$ cat src/hdl/ata_pio_command_issue_top_defines.svh
// ----------------------------------------------------------------------------
// ATA PIO command issue: assertion macros
// Concurrent assertion wrappers shared by the command issue modules.
// ----------------------------------------------------------------------------
`ifndef ATA_PIO_COMMAND_ISSUE_TOP_DEFINES_SVH
`define ATA_PIO_COMMAND_ISSUE_TOP_DEFINES_SVH

`ifndef SYNTHESIS
// Same-cycle implication, checked outside reset.
`define APCI_ASSERT_NOW(label, clk, rst_n, ante, cons) \
    label: assert property (@(posedge clk) disable iff (!rst_n) (ante) |-> (cons)) \
        else $error("apci: assertion failed");
// Next-cycle implication, checked outside reset.
`define APCI_ASSERT_NEXT(label, clk, rst_n, ante, cons) \
    label: assert property (@(posedge clk) disable iff (!rst_n) (ante) |=> (cons)) \
        else $error("apci: assertion failed");
`else
`define APCI_ASSERT_NOW(label, clk, rst_n, ante, cons)
`define APCI_ASSERT_NEXT(label, clk, rst_n, ante, cons)
`endif

`endif

$ cat src/hdl/apci_pkg.sv
// ----------------------------------------------------------------------------
// ATA PIO command issue package
// Constants, register indexes and the command descriptor shared by all parts.
// ----------------------------------------------------------------------------
package apci_pkg;

    // Command queue between the front and back parts.
    localparam int APCI_QUEUE_DEPTH = 4;

    // Configuration port.
    localparam int CFG_INDEX_W = 3;
    localparam int CFG_DATA_W  = 16;

    localparam logic [CFG_INDEX_W-1:0] CFG_PRIMARY_IO     = 3'd0;
    localparam logic [CFG_INDEX_W-1:0] CFG_PRIMARY_CTRL   = 3'd1;
    localparam logic [CFG_INDEX_W-1:0] CFG_SECONDARY_IO   = 3'd2;
    localparam logic [CFG_INDEX_W-1:0] CFG_SECONDARY_CTRL = 3'd3;
    localparam logic [CFG_INDEX_W-1:0] CFG_PRESENT_MASK   = 3'd4;
    localparam logic [CFG_INDEX_W-1:0] CFG_LBA_MASK       = 3'd5;
    localparam logic [CFG_INDEX_W-1:0] CFG_POSITION_MAP   = 3'd6;

    // Configuration reset values.
    localparam logic [15:0] RST_PRIMARY_IO     = 16'h01F0;
    localparam logic [15:0] RST_PRIMARY_CTRL   = 16'h03F4;
    localparam logic [15:0] RST_SECONDARY_IO   = 16'h0170;
    localparam logic [15:0] RST_SECONDARY_CTRL = 16'h0374;
    localparam logic [3:0]  RST_PRESENT_MASK   = 4'h0;
    localparam logic [3:0]  RST_LBA_MASK       = 4'h0;
    localparam logic [7:0]  RST_POSITION_MAP   = 8'hE4;

    // Addressing limits and CHS geometry.
    localparam logic [31:0] LBA48_LIMIT = 32'h1000_0000;
    // Reciprocal of 63 scaled by 2^34; exact quotient for any 28-bit dividend.
    localparam logic [28:0] DIV63_RECIP = 29'd272696337;
    localparam int          DIV63_SHIFT = 34;

    // Device control bytes and select bases.
    localparam logic [7:0] DEVCTL_NORMAL = 8'h02;
    localparam logic [7:0] DEVCTL_HOB    = 8'h82;
    localparam logic [7:0] SELECT_CHS    = 8'hA0;
    localparam logic [7:0] SELECT_LBA    = 8'hE0;

    // Command opcodes.
    localparam logic [7:0] CMD_READ      = 8'h20;
    localparam logic [7:0] CMD_READ_EXT  = 8'h24;
    localparam logic [7:0] CMD_WRITE     = 8'h30;
    localparam logic [7:0] CMD_WRITE_EXT = 8'h34;

    // Task file register offsets.
    localparam logic [15:0] OFS_DEVCTL   = 16'd2;
    localparam logic [15:0] OFS_SECCOUNT = 16'd2;
    localparam logic [15:0] OFS_LBA0     = 16'd3;
    localparam logic [15:0] OFS_LBA1     = 16'd4;
    localparam logic [15:0] OFS_LBA2     = 16'd5;
    localparam logic [15:0] OFS_SELECT   = 16'd6;
    localparam logic [15:0] OFS_COMMAND  = 16'd7;

    // One classified request, ready to be played out as port writes.
    typedef struct packed {
        logic        present;
        logic        lba48;
        logic [15:0] io_base;
        logic [15:0] ctl_port;
        logic [7:0]  select;
        logic [7:0]  count;
        logic [7:0]  b0;
        logic [7:0]  b1;
        logic [7:0]  b2;
        logic [7:0]  b3;
        logic [7:0]  opcode;
    } apci_desc_t;

    // Front part to queue.
    typedef struct packed {
        logic       push;
        apci_desc_t desc;
    } apci_push_t;

    // Queue head to back part.
    typedef struct packed {
        logic       avail;
        apci_desc_t desc;
    } apci_head_t;

endpackage

$ cat src/hdl/apci_front.sv
// ----------------------------------------------------------------------------
// ATA PIO command issue: front part
// Accepts requests, picks the addressing mode and channel, computes CHS
// geometry with a reciprocal multiply, and pushes a descriptor to the queue.
// ----------------------------------------------------------------------------
module apci_front import apci_pkg::*; (
    input  logic        clk,
    input  logic        rst_n,
    // Request side.
    input  logic        push,
    output logic        full,
    input  logic        action,
    input  logic [1:0]  drive_index,
    input  logic [31:0] block_address,
    input  logic [7:0]  sector_count,
    // Configuration.
    input  logic [15:0] primary_io_base,
    input  logic [15:0] primary_ctrl_base,
    input  logic [15:0] secondary_io_base,
    input  logic [15:0] secondary_ctrl_base,
    input  logic [3:0]  drive_present_mask,
    input  logic [3:0]  drive_lba_mask,
    input  logic [7:0]  drive_position_map,
    // Queue side.
    input  logic        queue_full,
    output apci_push_t  enq
);

    // Stage A: captured request.
    logic        a_valid_reg;
    logic        a_action_reg;
    logic [1:0]  a_drive_reg;
    logic [31:0] a_lba_reg;
    logic [7:0]  a_count_reg;

    // Stage B: classified request and registered quotient.
    logic        b_valid_reg;
    logic        b_present_reg;
    logic [1:0]  b_mode_reg;
    logic        b_action_reg;
    logic        b_slave_reg;
    logic [15:0] b_io_reg;
    logic [15:0] b_ctl_reg;
    logic [31:0] b_lba_reg;
    logic [7:0]  b_count_reg;
    logic [22:0] b_quot_reg;

    localparam logic [1:0] MODE_CHS   = 2'd0;
    localparam logic [1:0] MODE_LBA28 = 2'd1;
    localparam logic [1:0] MODE_LBA48 = 2'd2;

    logic        a_ready;
    logic        b_ready;
    logic        accept;
    logic        a_chan;
    logic        a_slave;
    logic [1:0]  a_mode;
    logic [56:0] a_prod;
    logic [27:0] b_rem;
    logic [7:0]  b_sect;
    logic [3:0]  b_head;
    logic [15:0] b_cyl;
    apci_desc_t  desc;

    // Pipeline handshake: each stage moves when the next one has room.
    assign b_ready = !b_valid_reg || !queue_full;
    assign a_ready = !a_valid_reg || b_ready;
    assign accept  = push && a_ready;
    assign full    = !a_ready;

    // Stage A control.
    always_ff @(posedge clk or negedge rst_n)
    begin
        if (!rst_n)
        begin
            a_valid_reg <= 1'b0;
        end
        else if (a_ready)
        begin
            a_valid_reg <= push;
        end
    end

    // Stage A payload.
    always_ff @(posedge clk)
    begin
        if (accept)
        begin
            a_action_reg <= action;
            a_drive_reg  <= drive_index;
            a_lba_reg    <= block_address;
            a_count_reg  <= sector_count;
        end
    end

    // Classification: channel, position and addressing mode of the drive.
    always_comb
    begin
        a_chan  = drive_position_map[{a_drive_reg, 1'b1}];
        a_slave = drive_position_map[{a_drive_reg, 1'b0}];
        if (a_lba_reg >= LBA48_LIMIT)
        begin
            a_mode = MODE_LBA48;
        end
        else if (drive_lba_mask[a_drive_reg])
        begin
            a_mode = MODE_LBA28;
        end
        else
        begin
            a_mode = MODE_CHS;
        end
    end

    // Quotient by 63 through the scaled reciprocal; only CHS uses it.
    // A 28-bit block number divided by 63 needs 23 quotient bits.
    assign a_prod = 57'(a_lba_reg[27:0]) * 57'(DIV63_RECIP);

    // Stage B control.
    always_ff @(posedge clk or negedge rst_n)
    begin
        if (!rst_n)
        begin
            b_valid_reg <= 1'b0;
        end
        else if (b_ready)
        begin
            b_valid_reg <= a_valid_reg;
        end
    end

    // Stage B payload.
    always_ff @(posedge clk)
    begin
        if (b_ready && a_valid_reg)
        begin
            b_present_reg <= drive_present_mask[a_drive_reg];
            b_mode_reg    <= a_mode;
            b_action_reg  <= a_action_reg;
            b_slave_reg   <= a_slave;
            b_io_reg      <= a_chan ? secondary_io_base : primary_io_base;
            b_ctl_reg     <= (a_chan ? secondary_ctrl_base : primary_ctrl_base)
                             + OFS_DEVCTL;
            b_lba_reg     <= a_lba_reg;
            b_count_reg   <= a_count_reg;
            b_quot_reg    <= a_prod[DIV63_SHIFT+22:DIV63_SHIFT];
        end
    end

    // CHS geometry: sector from the remainder, head and cylinder from the quotient.
    assign b_rem  = b_lba_reg[27:0] - ({b_quot_reg[21:0], 6'b0} - 28'(b_quot_reg));
    assign b_sect = {2'b00, b_rem[5:0]} + 8'd1;
    assign b_head = b_quot_reg[3:0];
    assign b_cyl  = b_quot_reg[19:4];

    // Descriptor assembly.
    always_comb
    begin
        desc          = '0;
        desc.present  = b_present_reg;
        desc.lba48    = (b_mode_reg == MODE_LBA48);
        desc.io_base  = b_io_reg;
        desc.ctl_port = b_ctl_reg;
        desc.count    = b_count_reg;
        case (b_mode_reg)
            MODE_LBA48:
            begin
                desc.select = SELECT_LBA | {3'b000, b_slave_reg, 4'h0};
                desc.b0     = b_lba_reg[7:0];
                desc.b1     = b_lba_reg[15:8];
                desc.b2     = b_lba_reg[23:16];
                desc.b3     = b_lba_reg[31:24];
                desc.opcode = b_action_reg ? CMD_WRITE_EXT : CMD_READ_EXT;
            end
            MODE_LBA28:
            begin
                desc.select = SELECT_LBA | {3'b000, b_slave_reg, b_lba_reg[27:24]};
                desc.b0     = b_lba_reg[7:0];
                desc.b1     = b_lba_reg[15:8];
                desc.b2     = b_lba_reg[23:16];
                desc.opcode = b_action_reg ? CMD_WRITE : CMD_READ;
            end
            default:
            begin
                desc.select = SELECT_CHS | {3'b000, b_slave_reg, b_head};
                desc.b0     = b_sect;
                desc.b1     = b_cyl[7:0];
                desc.b2     = b_cyl[15:8];
                desc.opcode = b_action_reg ? CMD_WRITE : CMD_READ;
            end
        endcase
    end

    assign enq.push = b_valid_reg && !queue_full;
    assign enq.desc = desc;

endmodule

$ cat src/hdl/apci_queue.sv
// ----------------------------------------------------------------------------
// ATA PIO command issue: descriptor queue
// Short first-in first-out queue that decouples classification from issue.
// ----------------------------------------------------------------------------
`include "ata_pio_command_issue_top_defines.svh"

module apci_queue import apci_pkg::*; #(
    parameter int DEPTH = APCI_QUEUE_DEPTH
) (
    input  logic       clk,
    input  logic       rst_n,
    input  apci_push_t enq,
    output logic       queue_full,
    input  logic       deq,
    output apci_head_t head
);

    localparam int PTR_W = $clog2(DEPTH);
    localparam int CNT_W = $clog2(DEPTH + 1);

    apci_desc_t       mem [DEPTH];
    logic [PTR_W-1:0] wr_ptr_reg;
    logic [PTR_W-1:0] rd_ptr_reg;
    logic [CNT_W-1:0] cnt_reg;

    assign queue_full = (cnt_reg == CNT_W'(DEPTH));
    assign head.avail = (cnt_reg != '0);
    assign head.desc  = mem[rd_ptr_reg];

    // Pointers and fill count.
    always_ff @(posedge clk or negedge rst_n)
    begin
        if (!rst_n)
        begin
            wr_ptr_reg <= '0;
            rd_ptr_reg <= '0;
            cnt_reg    <= '0;
        end
        else
        begin
            if (enq.push)
            begin
                wr_ptr_reg <= (wr_ptr_reg == PTR_W'(DEPTH - 1)) ? '0 : wr_ptr_reg + 1'b1;
            end
            if (deq)
            begin
                rd_ptr_reg <= (rd_ptr_reg == PTR_W'(DEPTH - 1)) ? '0 : rd_ptr_reg + 1'b1;
            end
            if (enq.push && !deq)
            begin
                cnt_reg <= cnt_reg + 1'b1;
            end
            else if (deq && !enq.push)
            begin
                cnt_reg <= cnt_reg - 1'b1;
            end
        end
    end

    // Entry storage.
    always_ff @(posedge clk)
    begin
        if (enq.push)
        begin
            mem[wr_ptr_reg] <= enq.desc;
        end
    end

    `APCI_ASSERT_NOW(a_cnt_bound, clk, rst_n, 1'b1, cnt_reg <= CNT_W'(DEPTH))
    `APCI_ASSERT_NOW(a_no_overflow, clk, rst_n, enq.push, !queue_full)
    `APCI_ASSERT_NOW(a_no_underflow, clk, rst_n, deq, cnt_reg != '0)

endmodule

$ cat src/hdl/apci_back.sv
// ----------------------------------------------------------------------------
// ATA PIO command issue: back part
// Plays the descriptor at the queue head out as a run of port writes, one
// per cycle, into an output register that holds while the receiver stalls.
// ----------------------------------------------------------------------------
`include "ata_pio_command_issue_top_defines.svh"

module apci_back import apci_pkg::*; (
    input  logic        clk,
    input  logic        rst_n,
    input  apci_head_t  head,
    output logic        deq,
    output logic        empty,
    input  logic        pop,
    output logic [15:0] port_address,
    output logic [7:0]  port_data,
    output logic        result_status,
    output logic        last_of_run
);

    // Step numbers of the full LBA48 run; shorter runs skip the high-order part.
    localparam logic [4:0] PH_DEVCTL    = 5'd0;
    localparam logic [4:0] PH_SELECT    = 5'd1;
    localparam logic [4:0] PH_HOB0_ON   = 5'd2;
    localparam logic [4:0] PH_HOB0_REG  = 5'd3;
    localparam logic [4:0] PH_HOB0_OFF  = 5'd4;
    localparam logic [4:0] PH_HOB1_ON   = 5'd5;
    localparam logic [4:0] PH_HOB1_REG  = 5'd6;
    localparam logic [4:0] PH_HOB1_OFF  = 5'd7;
    localparam logic [4:0] PH_HOB2_ON   = 5'd8;
    localparam logic [4:0] PH_HOB2_REG  = 5'd9;
    localparam logic [4:0] PH_HOB2_OFF  = 5'd10;
    localparam logic [4:0] PH_HOB3_ON   = 5'd11;
    localparam logic [4:0] PH_HOB3_REG  = 5'd12;
    localparam logic [4:0] PH_HOB3_OFF  = 5'd13;
    localparam logic [4:0] PH_SECCOUNT  = 5'd14;
    localparam logic [4:0] PH_LBA0      = 5'd15;
    localparam logic [4:0] PH_LBA1      = 5'd16;
    localparam logic [4:0] PH_LBA2      = 5'd17;
    localparam logic [4:0] PH_COMMAND   = 5'd18;

    logic [4:0]  phase_reg;
    logic [4:0]  phase_next;
    logic        out_valid_reg;
    logic [15:0] out_addr_reg;
    logic [7:0]  out_data_reg;
    logic        out_status_reg;
    logic        out_last_reg;

    apci_desc_t  d;
    logic        load;
    logic        step_last;
    logic [15:0] step_addr;
    logic [7:0]  step_data;

    assign d    = head.desc;
    assign load = head.avail && (!out_valid_reg || pop);

    // Port write for the current step.
    always_comb
    begin
        step_addr = d.ctl_port;
        step_data = DEVCTL_NORMAL;
        case (phase_reg)
            PH_DEVCTL, PH_HOB0_OFF, PH_HOB1_OFF, PH_HOB2_OFF, PH_HOB3_OFF:
            begin
                step_addr = d.ctl_port;
                step_data = DEVCTL_NORMAL;
            end
            PH_HOB0_ON, PH_HOB1_ON, PH_HOB2_ON, PH_HOB3_ON:
            begin
                step_addr = d.ctl_port;
                step_data = DEVCTL_HOB;
            end
            PH_SELECT:
            begin
                step_addr = d.io_base + OFS_SELECT;
                step_data = d.select;
            end
            PH_HOB0_REG:
            begin
                step_addr = d.io_base + OFS_SECCOUNT;
                step_data = 8'h00;
            end
            PH_HOB1_REG:
            begin
                step_addr = d.io_base + OFS_LBA0;
                step_data = d.b3;
            end
            PH_HOB2_REG:
            begin
                step_addr = d.io_base + OFS_LBA1;
                step_data = 8'h00;
            end
            PH_HOB3_REG:
            begin
                step_addr = d.io_base + OFS_LBA2;
                step_data = 8'h00;
            end
            PH_SECCOUNT:
            begin
                step_addr = d.io_base + OFS_SECCOUNT;
                step_data = d.count;
            end
            PH_LBA0:
            begin
                step_addr = d.io_base + OFS_LBA0;
                step_data = d.b0;
            end
            PH_LBA1:
            begin
                step_addr = d.io_base + OFS_LBA1;
                step_data = d.b1;
            end
            PH_LBA2:
            begin
                step_addr = d.io_base + OFS_LBA2;
                step_data = d.b2;
            end
            PH_COMMAND:
            begin
                step_addr = d.io_base + OFS_COMMAND;
                step_data = d.opcode;
            end
            default:
            begin
                step_addr = '0;
                step_data = '0;
            end
        endcase
    end

    // Sequencing: an absent drive ends after one step, short modes skip LBA48 steps.
    always_comb
    begin
        step_last = !d.present || (phase_reg == PH_COMMAND);
        if (step_last)
        begin
            phase_next = PH_DEVCTL;
        end
        else if (phase_reg == PH_SELECT && !d.lba48)
        begin
            phase_next = PH_SECCOUNT;
        end
        else
        begin
            phase_next = phase_reg + 5'd1;
        end
    end

    assign deq = load && step_last;

    // Step counter and output valid.
    always_ff @(posedge clk or negedge rst_n)
    begin
        if (!rst_n)
        begin
            phase_reg     <= PH_DEVCTL;
            out_valid_reg <= 1'b0;
        end
        else
        begin
            if (load)
            begin
                phase_reg     <= phase_next;
                out_valid_reg <= 1'b1;
            end
            else if (pop)
            begin
                out_valid_reg <= 1'b0;
            end
        end
    end

    // Output payload register.
    always_ff @(posedge clk)
    begin
        if (load)
        begin
            out_addr_reg   <= d.present ? step_addr : 16'h0000;
            out_data_reg   <= d.present ? step_data : 8'h00;
            out_status_reg <= !d.present;
            out_last_reg   <= step_last;
        end
    end

    assign empty         = !out_valid_reg;
    assign port_address  = out_addr_reg;
    assign port_data     = out_data_reg;
    assign result_status = out_status_reg;
    assign last_of_run   = out_last_reg;

    `APCI_ASSERT_NOW(a_error_shape, clk, rst_n, out_valid_reg && out_status_reg, out_last_reg && out_addr_reg == 16'h0000 && out_data_reg == 8'h00)
    `APCI_ASSERT_NOW(a_run_holds_head, clk, rst_n, phase_reg != PH_DEVCTL, head.avail)
    `APCI_ASSERT_NEXT(a_run_restarts, clk, rst_n, deq, phase_reg == PH_DEVCTL)

endmodule

$ cat src/hdl/ata_pio_command_issue_top.sv
// ----------------------------------------------------------------------------
// ATA PIO command issue: top level
// Turns sector read and write requests into ordered task-file port writes.
// ----------------------------------------------------------------------------
// Usage:
// Requests enter through a queue-style port: an item is taken at a clock
// edge with push high and full low. Results leave the same way: the oldest
// result sits on the result ports while empty is low and is taken at an
// edge with pop high. Configuration is a plain write port (cfg_we, cfg_index,
// cfg_data) and must only be written while no request is in flight.
// A taken request passes stage A, stage B and the queue before its first
// result reaches the output register. The back part then issues one port
// write per cycle while the receiver keeps up: 19 writes in LBA48 mode, 7
// in LBA28 or CHS mode, 1 for an absent drive; that sequencer sets the rate.
// The front part classifies a new request every cycle while not stalled; a
// queue of QUEUE_DEPTH descriptors lets it keep taking requests during a run.
// If the receiver stalls, the output register holds the current result and
// the queue and front stages fill before full rises. Reset empties all
// stages and restores the default channel bases and drive maps.
// ----------------------------------------------------------------------------
module ata_pio_command_issue_top import apci_pkg::*; #(
    parameter int QUEUE_DEPTH = APCI_QUEUE_DEPTH
) (
    input  logic                   clk,
    input  logic                   rst_n,
    // Configuration write port.
    input  logic                   cfg_we,
    input  logic [CFG_INDEX_W-1:0] cfg_index,
    input  logic [CFG_DATA_W-1:0]  cfg_data,
    // Request channel.
    input  logic                   push,
    output logic                   full,
    input  logic                   action,
    input  logic [1:0]             drive_index,
    input  logic [31:0]            block_address,
    input  logic [7:0]             sector_count,
    // Result channel.
    output logic                   empty,
    input  logic                   pop,
    output logic [15:0]            port_address,
    output logic [7:0]             port_data,
    output logic                   result_status,
    output logic                   last_of_run
);

    logic [15:0] primary_io_base_reg;
    logic [15:0] primary_ctrl_base_reg;
    logic [15:0] secondary_io_base_reg;
    logic [15:0] secondary_ctrl_base_reg;
    logic [3:0]  drive_present_mask_reg;
    logic [3:0]  drive_lba_mask_reg;
    logic [7:0]  drive_position_map_reg;

    apci_push_t  enq;
    apci_head_t  head;
    logic        queue_full;
    logic        deq;

    // Configuration registers.
    always_ff @(posedge clk or negedge rst_n)
    begin
        if (!rst_n)
        begin
            primary_io_base_reg     <= RST_PRIMARY_IO;
            primary_ctrl_base_reg   <= RST_PRIMARY_CTRL;
            secondary_io_base_reg   <= RST_SECONDARY_IO;
            secondary_ctrl_base_reg <= RST_SECONDARY_CTRL;
            drive_present_mask_reg  <= RST_PRESENT_MASK;
            drive_lba_mask_reg      <= RST_LBA_MASK;
            drive_position_map_reg  <= RST_POSITION_MAP;
        end
        else if (cfg_we)
        begin
            case (cfg_index)
                CFG_PRIMARY_IO:     primary_io_base_reg     <= cfg_data;
                CFG_PRIMARY_CTRL:   primary_ctrl_base_reg   <= cfg_data;
                CFG_SECONDARY_IO:   secondary_io_base_reg   <= cfg_data;
                CFG_SECONDARY_CTRL: secondary_ctrl_base_reg <= cfg_data;
                CFG_PRESENT_MASK:   drive_present_mask_reg  <= cfg_data[3:0];
                CFG_LBA_MASK:       drive_lba_mask_reg      <= cfg_data[3:0];
                CFG_POSITION_MAP:   drive_position_map_reg  <= cfg_data[7:0];
                default:
                begin
                end
            endcase
        end
    end

    // Front part: accept and classify.
    apci_front u_front (
        .clk                 (clk),
        .rst_n               (rst_n),
        .push                (push),
        .full                (full),
        .action              (action),
        .drive_index         (drive_index),
        .block_address       (block_address),
        .sector_count        (sector_count),
        .primary_io_base     (primary_io_base_reg),
        .primary_ctrl_base   (primary_ctrl_base_reg),
        .secondary_io_base   (secondary_io_base_reg),
        .secondary_ctrl_base (secondary_ctrl_base_reg),
        .drive_present_mask  (drive_present_mask_reg),
        .drive_lba_mask      (drive_lba_mask_reg),
        .drive_position_map  (drive_position_map_reg),
        .queue_full          (queue_full),
        .enq                 (enq)
    );

    // Descriptor queue.
    apci_queue #(
        .DEPTH (QUEUE_DEPTH)
    ) u_queue (
        .clk        (clk),
        .rst_n      (rst_n),
        .enq        (enq),
        .queue_full (queue_full),
        .deq        (deq),
        .head       (head)
    );

    // Back part: issue the port writes.
    apci_back u_back (
        .clk           (clk),
        .rst_n         (rst_n),
        .head          (head),
        .deq           (deq),
        .empty         (empty),
        .pop           (pop),
        .port_address  (port_address),
        .port_data     (port_data),
        .result_status (result_status),
        .last_of_run   (last_of_run)
    );

endmodule
$ cat config.mk
export PLATFORM = sky130hd
export DESIGN_NAME = ata_pio_command_issue_top
export DESIGN_NICKNAME = d
export VERILOG_FILES = /design/src/hdl/apci_pkg.sv /design/src/hdl/apci_front.sv /design/src/hdl/apci_queue.sv /design/src/hdl/apci_back.sv /design/src/hdl/ata_pio_command_issue_top.sv
export VERILOG_INCLUDE_DIRS = /design/src /design/src/hdl
export SDC_FILE = /design/constraint.sdc
export NUM_CORES = 1
export LEC_CHECK = 0
export ABC_AREA = 0
export BUFFER_PORTS_ARGS = -buffer_cell sky130_fd_sc_hd__buf_2
export CAP_MARGIN = 5
export CORE_MARGIN = 4
export CORE_UTILIZATION = 45
export DETAILED_ROUTE_END_ITERATION = 10
export SYNTH_ARGS = -nofsm -noshare
export SYNTH_HDL_FRONTEND = slang
export SYNTH_SLANG_ARGS = --single-unit
$ cat constraint.sdc
create_clock -name clk -period 5.3 [get_ports clk]
set_input_delay 0 -clock clk [delete_from_list [all_inputs] [get_ports clk]]
set_output_delay 0 -clock clk [all_outputs]
set_load 0.005 [all_outputs]
-- Yosys cells after proc, flatten, opt, wreduce, memory -nomap -nowiden
Memories as Yosys holds them, arrays and structs flattened.
Cells that the tools add are included.
- flip-flop bits (word level): 261
- logic and storage cells: 151
- input bits: 67
- output and inout bits: 28
- memories kept: 1
- RAM bits: 356
- multiply operators: 1
- eq/ne operators: 29
- reductions and logical operators: 41
- add/sub/neg operators: 15
- muxes and demuxes: 29
- magnitude comparators: 4
- memory list (name ; words ; width ; rd ports ; clocked after memory_dff ; wr ports ; line ; RTL):
    u_queue.mem ; 4 ; 89 ; 1 ; 0 ; 1 ; apci_queue.sv:21 ; apci_desc_t mem [DEPTH];
- operators with widths (kind ; number):
    $pmux W16 S7 ; 1
    $pmux W8 S9 ; 1
    $add A16 B3 Y16 const B ; 4
    $mul A28 B29 Y54 const B ; 1
    $add A16 B2 Y16 const B ; 3
    $eq A5 B4 Y1 const B ; 8
    $ge A32 B29 Y1 const B ; 1
    $mux W16 ; 2
    $mux W24 ; 1
    $eq A5 B3 Y1 const B ; 4
    $mux W5 ; 4
    $mux W8 ; 2
    $eq A5 B5 Y1 const B ; 3
    $pmux W7 S2 ; 1
    $reduce_and A2 Y1 ; 7
    $eq A3 B3 Y1 const B ; 4
    $eq A5 B2 Y1 const B ; 2
    $reduce_or A2 Y1 ; 5
    $logic_not A1 Y1 ; 9
    $mux W1 ; 9
    $reduce_or A9 Y1 ; 1
    $bmux W1 S2 ; 4
    $logic_and A1 B1 Y1 ; 8
    $lt A3 B4 Y1 const B ; 2
    other kinds (22) ; 32

-- Depth between registers and ports, before layout
Gate-level depths: netlist (run 1).
- depth after elaboration: 7
- depth in mapped cells: 19
- gate-level depth less buffers: 19

-- Cells and area by module
A second synthesis (run 1) with hierarchy kept.
- cells, all modules: 1930
- area, all modules: 30421.7 um2
- modules (own cells, without submodules) (module ; sequential area each (um2) ; instances ; area an instance (um2) ; cells an instance):
    apci_queue ; 10985.5 ; 1 ; 13409.1 ; 506
    apci_front ; 4254.1 ; 1 ; 10936.7 ; 916
    ata_pio_command_issue_top ; 2034.5 ; 1 ; 3216.8 ; 175
    apci_back ; 930.9 ; 1 ; 2859.0 ; 333

-- Worst setup path after synthesis (run 1)
Ideal clock, no wire load.
- path kind: register to register
- from: reg u_queue.cnt_reg[0]
- to: reg u_front.b_action_reg (enable)
- buffers on the path: 0
- cell stages (with the launch flop): 4
- path slack: -261 ps
- required time: 4735 ps
- arrival: 4996 ps
- clock period less this slack: 5561 ps
- setup time: 565 ps
- cell sequence: dfrtp_1 -> nor2_1 -> and3_1 -> nor2b_1
- cells in the longest elaborated chain, start to end: 4
- RTL lines (item ; line ; RTL):
    start, declared ; apci_queue.sv:24 ; logic [CNT_W-1:0] cnt_reg;
    start signal, assigned ; apci_queue.sv:51 ; cnt_reg <= cnt_reg + 1'b1;
    start signal, assigned ; apci_queue.sv:55 ; cnt_reg <= cnt_reg - 1'b1;
    $eq A3 B3 Y1 ; apci_queue.sv:26 ; assign queue_full = (cnt_reg == CNT_W'(DEPTH));
    $logic_not A1 Y1 ; apci_front.sv:66 ; assign b_ready = !b_valid_reg || !queue_full;
    $logic_or A1 B1 Y1 ; apci_front.sv:66 ;
    $logic_and A1 B1 Y1 ; apci_front.sv:135 ; if (b_ready && a_valid_reg)
    end signal, assigned ; apci_front.sv:139 ; b_action_reg <= a_action_reg;
    end, declared ; apci_front.sv:40 ; logic b_action_reg;
Every way passes these cells.
A chain may end at the register's enable or synchronous reset.

-- Final worst setup path (run 1)
- from: reg u_front.a_lba_reg[20]
- to: reg u_front.b_quot_reg[19] (data pin)
- cells in the longest elaborated chain, start to end: 1
- RTL lines (item ; line ; RTL):
    start, declared ; apci_front.sv:33 ; logic [31:0] a_lba_reg;
    start signal, assigned ; apci_front.sv:91 ; a_lba_reg <= block_address;
    $mul A28 B29 Y54 ; apci_front.sv:117 ; assign a_prod = 57'(a_lba_reg[27:0]) * 57'(DIV63_RECIP);
    named net u_front.a_prod[53] ; apci_front.sv:58 ; logic [56:0] a_prod;
    end signal, assigned ; apci_front.sv:146 ; b_quot_reg <= a_prod[DIV63_SHIFT+22:DIV63_SHIFT];
    end, declared ; apci_front.sv:46 ; logic [22:0] b_quot_reg;
The timed path passes the listed nets, and every way through them passes these cells.

==> results of run 1 <==
[metrics by stage]
step                cells  power (mW)  util, %  setup slack, ns  TNS [ns]
finish               2943        19.5     53.7            0.101         0
floorplan            1825        12.4        -            0.207         0
CTS                  2938        19.2     53.2           0.0164         0
detailed placement   2751        14.6     48.5           -0.136    -0.452
global placement     2751        14.4     48.5          -0.0352   -0.0668
global route         2943        20.8     53.7          -0.0916    -0.325
[cell usage after synthesis, types with 14 or more instances]
| cell | count |
|---|---|
| edfxtp_1 | 490 |
| ha_1 | 195 |
| inv_1 | 147 |
| mux2_2 | 121 |
| mux4_2 | 84 |
| nand2_1 | 80 |
| dfrtp_1 | 69 |
| nor2_1 | 64 |
| fa_1 | 62 |
| a21oi_1 | 56 |
| xnor2_1 | 44 |
| o21ai_0 | 38 |
| xor2_1 | 36 |
| clkbuf_1 | 28 |
| dfstp_2 | 26 |
| nand3_1 | 21 |
| buf_2 | 18 |
| nor3_1 | 18 |
| and2_1 | 17 |
| a31oi_1 | 16 |
| mux2i_1 | 15 |
| a22oi_1 | 14 |
[logic make-up after synthesis]
kind of cell | count (synthesis) | share of synthesized area (%)
XOR/XNOR | 80 | 2.46
flip-flops | 585 | 60.1
multiplexers | 220 | 11.9
buffers and inverters | 201 | 2.87
AND/OR/NAND/NOR | 268 | 4.67
AO/OA/AOI/OAI | 214 | 5.05
adder cells (fa/ha/maj) | 257 | 12.9
[critical path: stages (launching register included)]
cell,delay [ns]
edfxtp_1,0.51
ha_1,0.33
inv_1,0.04
fa_1,0.50
inv_2,0.04
fa_1,0.47
inv_1,0.05
fa_1,0.46
fa_1,0.51
inv_2,0.05
ha_4,0.27
nand4_1,0.17
nor4_4,0.33
or3b_4,0.42
a21oi_4,0.14
nor3_4,0.09
a21boi_2,0.21
buf_4,0.15
o211a_1,0.15
nor3_2,0.04
[final timing paths]
kind | endpoint | slack (ns) | from | cells past startpoint
min in group asynchronous | drive_position_map_reg[2] | 0.55 | rst_n | 3
hold reg to reg | u_front.b_count_reg[1] | 0.42 | u_front.a_count_reg[1] | 0
max in group asynchronous | primary_ctrl_base_reg[13] | 4.05 | rst_n | 4
setup reg to reg | u_front.b_quot_reg[19] | 0.10 | u_front.a_lba_reg[20] | 19
hold / removal | u_front.a_lba_reg[14] | 0.09 | block_address[14] | 2
setup / recovery | u_front.b_quot_reg[19] | 0.10 | u_front.a_lba_reg[20] | 19
[report_power, final]
group	internal [mW]	leakage [nW]	switching, mW
clock	2.71	1.05	1.79
combinational	3.29	6.10	4.37
sequential	6.74	5.72	0.618
[what timing repair did]
item | CTS | global route
hold endpoints to repair | 167 | 0
gates resized for setup | 5 | 46
setup buffers | 3 | 5
pin swaps | 3 | 32
setup endpoints to repair | 10 | 15
cloned | 0 | 0
hold buffers | 69 | 0
[metal layers]
layer  routed length (µm)  GRT usage, %
met1                30500          28.7
met2                28900          29.7
met3                 2500          2.27
met4                  996          3.88
met5                    0             0
[cell type report]
class	count	area, µm²
inverters	147	552
clock inverters	43	484
fillers	5066	28800
flip-flops and latches	585	17100
repair buffers	220	1610
multi-input cells	1039	10900
clock buffers	72	1680
well taps	837	1050
==> metrics, run 1 <==
status finished, final reports clean; die width 260 µm; commonest non-fill, non-tap cells in the layout edfxtp_1 (490), ha_1 (181), inv_1 (140), mux2_2 (121), buf_2 (93); clk root buf clkbuf_16; pin count of the biggest net entering global routing 64; CTS tree done; fin area 33,400 µm²; gate count of the mapped netlist 1,825; number of flip-flops in the largest register 324; Layout area overhead 17.1%; global-route wire length before repair 98.1 mm; Slew @ Worst Pin 1.12 ns; Starting Density 45.8%; Antenna diodes 0; die area 67,400 µm²; clock skew 0.0207 ns; FF+latch count, synth 585; initial antenna violation count 2; Site Rows 91; Slew Viols, Final 0; Final min period 5.20 ns; placed cell area 30,200 µm²; max-cap violations 0; Hold WS 0.0875 ns; # DRC 0; vias per cell 5.40; peak fanout along the critical path 4; Unique masters post-synth 75; post-synth top area share 51.6%; H-tree depth 2; Lkg Pwr 12.9 nW; fin nets 2,378; Worst EP required 5.66 ns; DR iter-0 viols 1,140; Top FF cell, synth edfxtp_1; routability congestion estimate 0.831; WP data arrival 5.56 ns; worst-skew pair later-pin latency 0.63 ns; CTS buffer count 61; drt first pass iters 5; Setup crit end kind flop; Fmax 192 MHz; commonest non-fill, non-tap cell in the layout edfxtp_1; vias in the first global route 16,700; startpoint types flop; WL per Instance 21.3 µm; Netlist Area Pre-Place 28,500 µm²; CORE AREA 62,200 µm²; sequential area share after synthesis 60.1%; Routed Wire Length 62.8 mm; endpoints failing setup 0; clock tree buffer depth 3; layout cells sized above 1 26.2%; Post-DRT Antenna Nets 0; Net Count, Synth 2,149; period utilization 98.1%; P per Cell Area 585 nW/µm²; Final Hold Fails 0; clk sinks 585; RSZ-0062 raised after global routing true; Post-synth EDFFs 490; cell taking the most area after synthesis edfxtp_1; Global Route Usage Sum 18.9%; CTS clock-pin slew for the worst setup and hold paths 0.06 ns; detailed placer's ending HPWL 42.5 mm; Max IR drop VDD 0.354 mV; Avg Cell Area, Syn 15.6 µm²; port bufs 94; Slew headroom 24.4%; synth top area cells edfxtp_1 (52%), ha_1 (8.6%), mux4_2 (6.6%); total grt overflow 0; Setup Crit Path Kind flop to flop; overall die height 260 µm; via count 15,900; IO Pins 95; Async SR Flop Fraction 16.2%; Tightest Hold Check Type input port to flop; Synth Warn # 0
Note: power is estimated with default switching activity, not from simulation.
==> inputs of run 2 (changes only) <==
==> constraint.sdc (replaced) <==
create_clock -name clk -period 5.3 [get_ports clk]
set_input_delay 0.53 -clock clk [delete_from_list [all_inputs] [get_ports clk]]
set_output_delay 0.53 -clock clk [all_outputs]
set_load 0.005 [all_outputs]
==> metrics, run 2 (synthesized netlist as in run 1, its figures left out) <==
worst r2r src u_front.a_lba_reg[20]; P per Cell Area 595 nW/µm² (+1.8%); die width 260 µm (unchanged); Starting Density 45.8% (unchanged); Sw Pwr 6.74 mW (-0.48%); vias per cell 5.45 (+0.81%); initial antenna violation count 1 (-1); clk root buf clkbuf_16; die area 67,400 µm² (unchanged); Tightest Hold Check Type input port to flop; Final min period 5.20 ns (+0.000298 ns); port bufs 94 (unchanged); switching part of the total 34.7% (-0.049 points); Reg2Reg Setup Slack 0.10 ns (about the same); Slew Viols, Final 0 (unchanged); Setup crit end kind flop; routability congestion estimate 0.831 (unchanged); CTS buffer count 61 (unchanged); Cell Count, Final, Fillers Out 2,875 (-2.3%); Setup Crit Path Kind flop to flop; clock tree buffer depth 3 (unchanged); Final Hold Fails 0 (unchanged); WHS Endpoint u_front.a_lba_reg[17]; hold_sp block_address[17]; Fmax 192 MHz (about the same); RSZ-0062 raised after global routing true; WP data arrival 5.56 ns (about the same); Routed Wire Length 62.0 mm (-1.3%); pin count of the biggest net entering global routing 64 (unchanged); Post-DRT Antenna Nets 0 (unchanged); status finished, final reports clean; commonest non-fill, non-tap cells in the layout edfxtp_1 (490), ha_1 (181), inv_1 (140), mux2_2 (121), buf_2 (93); Antenna diodes 0 (unchanged); clock group share of total power 23.1% (about the same); via count 15,700 (-1.5%); combinational power share 39.1% (-0.2 points); commonest non-fill, non-tap cell in the layout edfxtp_1; clock skew 0.0163 ns (-0.00444 ns); fin nets 2,310 (-2.9%); CORE AREA 62,200 µm² (unchanged); Global Route Usage Sum 18.6% (-0.28 points); CTS clock-pin slew for the worst setup and hold paths 0.06 ns (about the same); endpoints failing setup 0 (unchanged); Placed Cells 2,751 (unchanged); layout cells sized above 1 27.0% (+0.82 points); DR iter-0 viols 1,158 (+1.6%); number of flip-flops in the largest register 324 (unchanged); WL per Instance 21.6 µm (+0.98%); overall die height 260 µm (unchanged); Slew headroom 24.4% (+0.060 points); period utilization 98.1% (about the same); peak fanout along the critical path 4 (unchanged); clk sinks 585 (unchanged); fin area 32,700 µm² (-2.1%); FF-to-FF End u_front.b_quot_reg[19]; CTS tree done; placed cell area 30,200 µm² (unchanged); Lkg Pwr 12.6 nW (-2.3%); Site Rows 91 (unchanged); total grt overflow 0 (unchanged); Layout area overhead 14.7%; # DRC 0 (unchanged); Internal 12.7 mW (-0.27%); max-cap violations 0 (unchanged); IO Pins 95 (unchanged); drt first pass iters 5 (unchanged); worst-skew pair later-pin latency 0.62 ns (about the same); sequential fraction of design power 37.8% (about the same); global-route wire length before repair 96.6 mm (-1.6%); Final Util 52.6% (-1.1 points); Hold Crit Depth 1 (-1); R2R cell count 19 (unchanged); Hold WS 0.0760 ns (-0.0115 ns); H-tree depth 2 (unchanged); Max IR drop VDD 0.354 mV (about the same); vias in the first global route 16,300 (-2.0%); detailed placer's ending HPWL 42.5 mm (unchanged); Worst EP required 5.67 ns (about the same); startpoint types flop; Slew @ Worst Pin 1.12 ns (-0.000896 ns)
[run 2: worst max-delay path by stage]
stage | endpoint | startpoint | slack [ns] | depth (start not counted)
floorplan | u_front.b_quot_reg[18] | u_front.a_lba_reg[21] | 0.21 | 18
CTS | u_front.b_quot_reg[13] | u_front.a_lba_reg[20] | 0.02 | 17
global placement | u_front.b_quot_reg[14] | u_front.a_lba_reg[21] | -0.04 | 19
global route | u_front.b_quot_reg[19] | u_front.a_lba_reg[20] | -0.09 | 17
detailed placement | u_front.b_quot_reg[14] | u_front.a_lba_reg[20] | -0.14 | 17
finish | u_front.b_quot_reg[19] | u_front.a_lba_reg[20] | 0.10 | 19
[run 2: cell type report]
cell class | instances | area, µm²
Sequential cell | 585 | 17100
Multi-Input combinational cell | 1039 | 10900
Timing Repair Buffer | 152 | 918
Clock inverter | 43 | 484
Clock buffer | 72 | 1680
Fill cell | 5110 | 29500
Tap cell | 837 | 1050
Inverter | 147 | 552
[run 2: worst max-delay path, stage by stage, from the launching register on]
cell and delay, ns:
edfxtp_1 0.51, ha_1 0.33, inv_1 0.04, fa_1 0.50, inv_2 0.04, fa_1 0.47, inv_1 0.05, fa_1 0.46
fa_1 0.51, inv_2 0.05, ha_4 0.27, nand4_1 0.18, nor4_4 0.33, or3b_4 0.42, a21oi_4 0.14, nor3_4 0.09
a21boi_2 0.21, buf_4 0.15, o211a_1 0.15, nor3_2 0.04
[run 2: what timing repair did]
item,in CTS,in global routing
buffers inserted,3,5
endpoints found under the setup margin,10,15
endpoints found under the hold margin,36,0
pin swaps,3,32
gates resized for setup,5,46
hold buffers,1,0
[run 2: power by group through the flow]
stage	logic [mW]	registers (mW)	clock network, mW
2_1_floorplan	5.22	7.17	0
3_3_place_gp	7.05	7.39	0
3_5_place_dp	7.14	7.46	0
4_1_cts	7.22	7.37	4.61
5_1_grt	8.46	7.49	4.80
6_report	7.61	7.35	4.49
[run 2: routing by layer]
layer | vias to the layer above | routed length, µm | track usage (%)
met5 | - | 0 | 0
met2 | 379 | 28500 | 29.2
li1 | 7216 | - | -
met1 | 7988 | 29700 | 28.3
met4 | 0 | 987 | 3.87
met3 | 78 | 2820 | 2.31
[run 2: per-stage QoR]
step	total power, mW	setup slack (ns)	TNS (ns)
global route	20.8	-0.0924	-0.321
detailed placement	14.6	-0.136	-0.452
finish	19.4	0.101	0
CTS	19.2	0.0164	0
global placement	14.4	-0.0352	-0.0668
floorplan	12.4	0.207	0
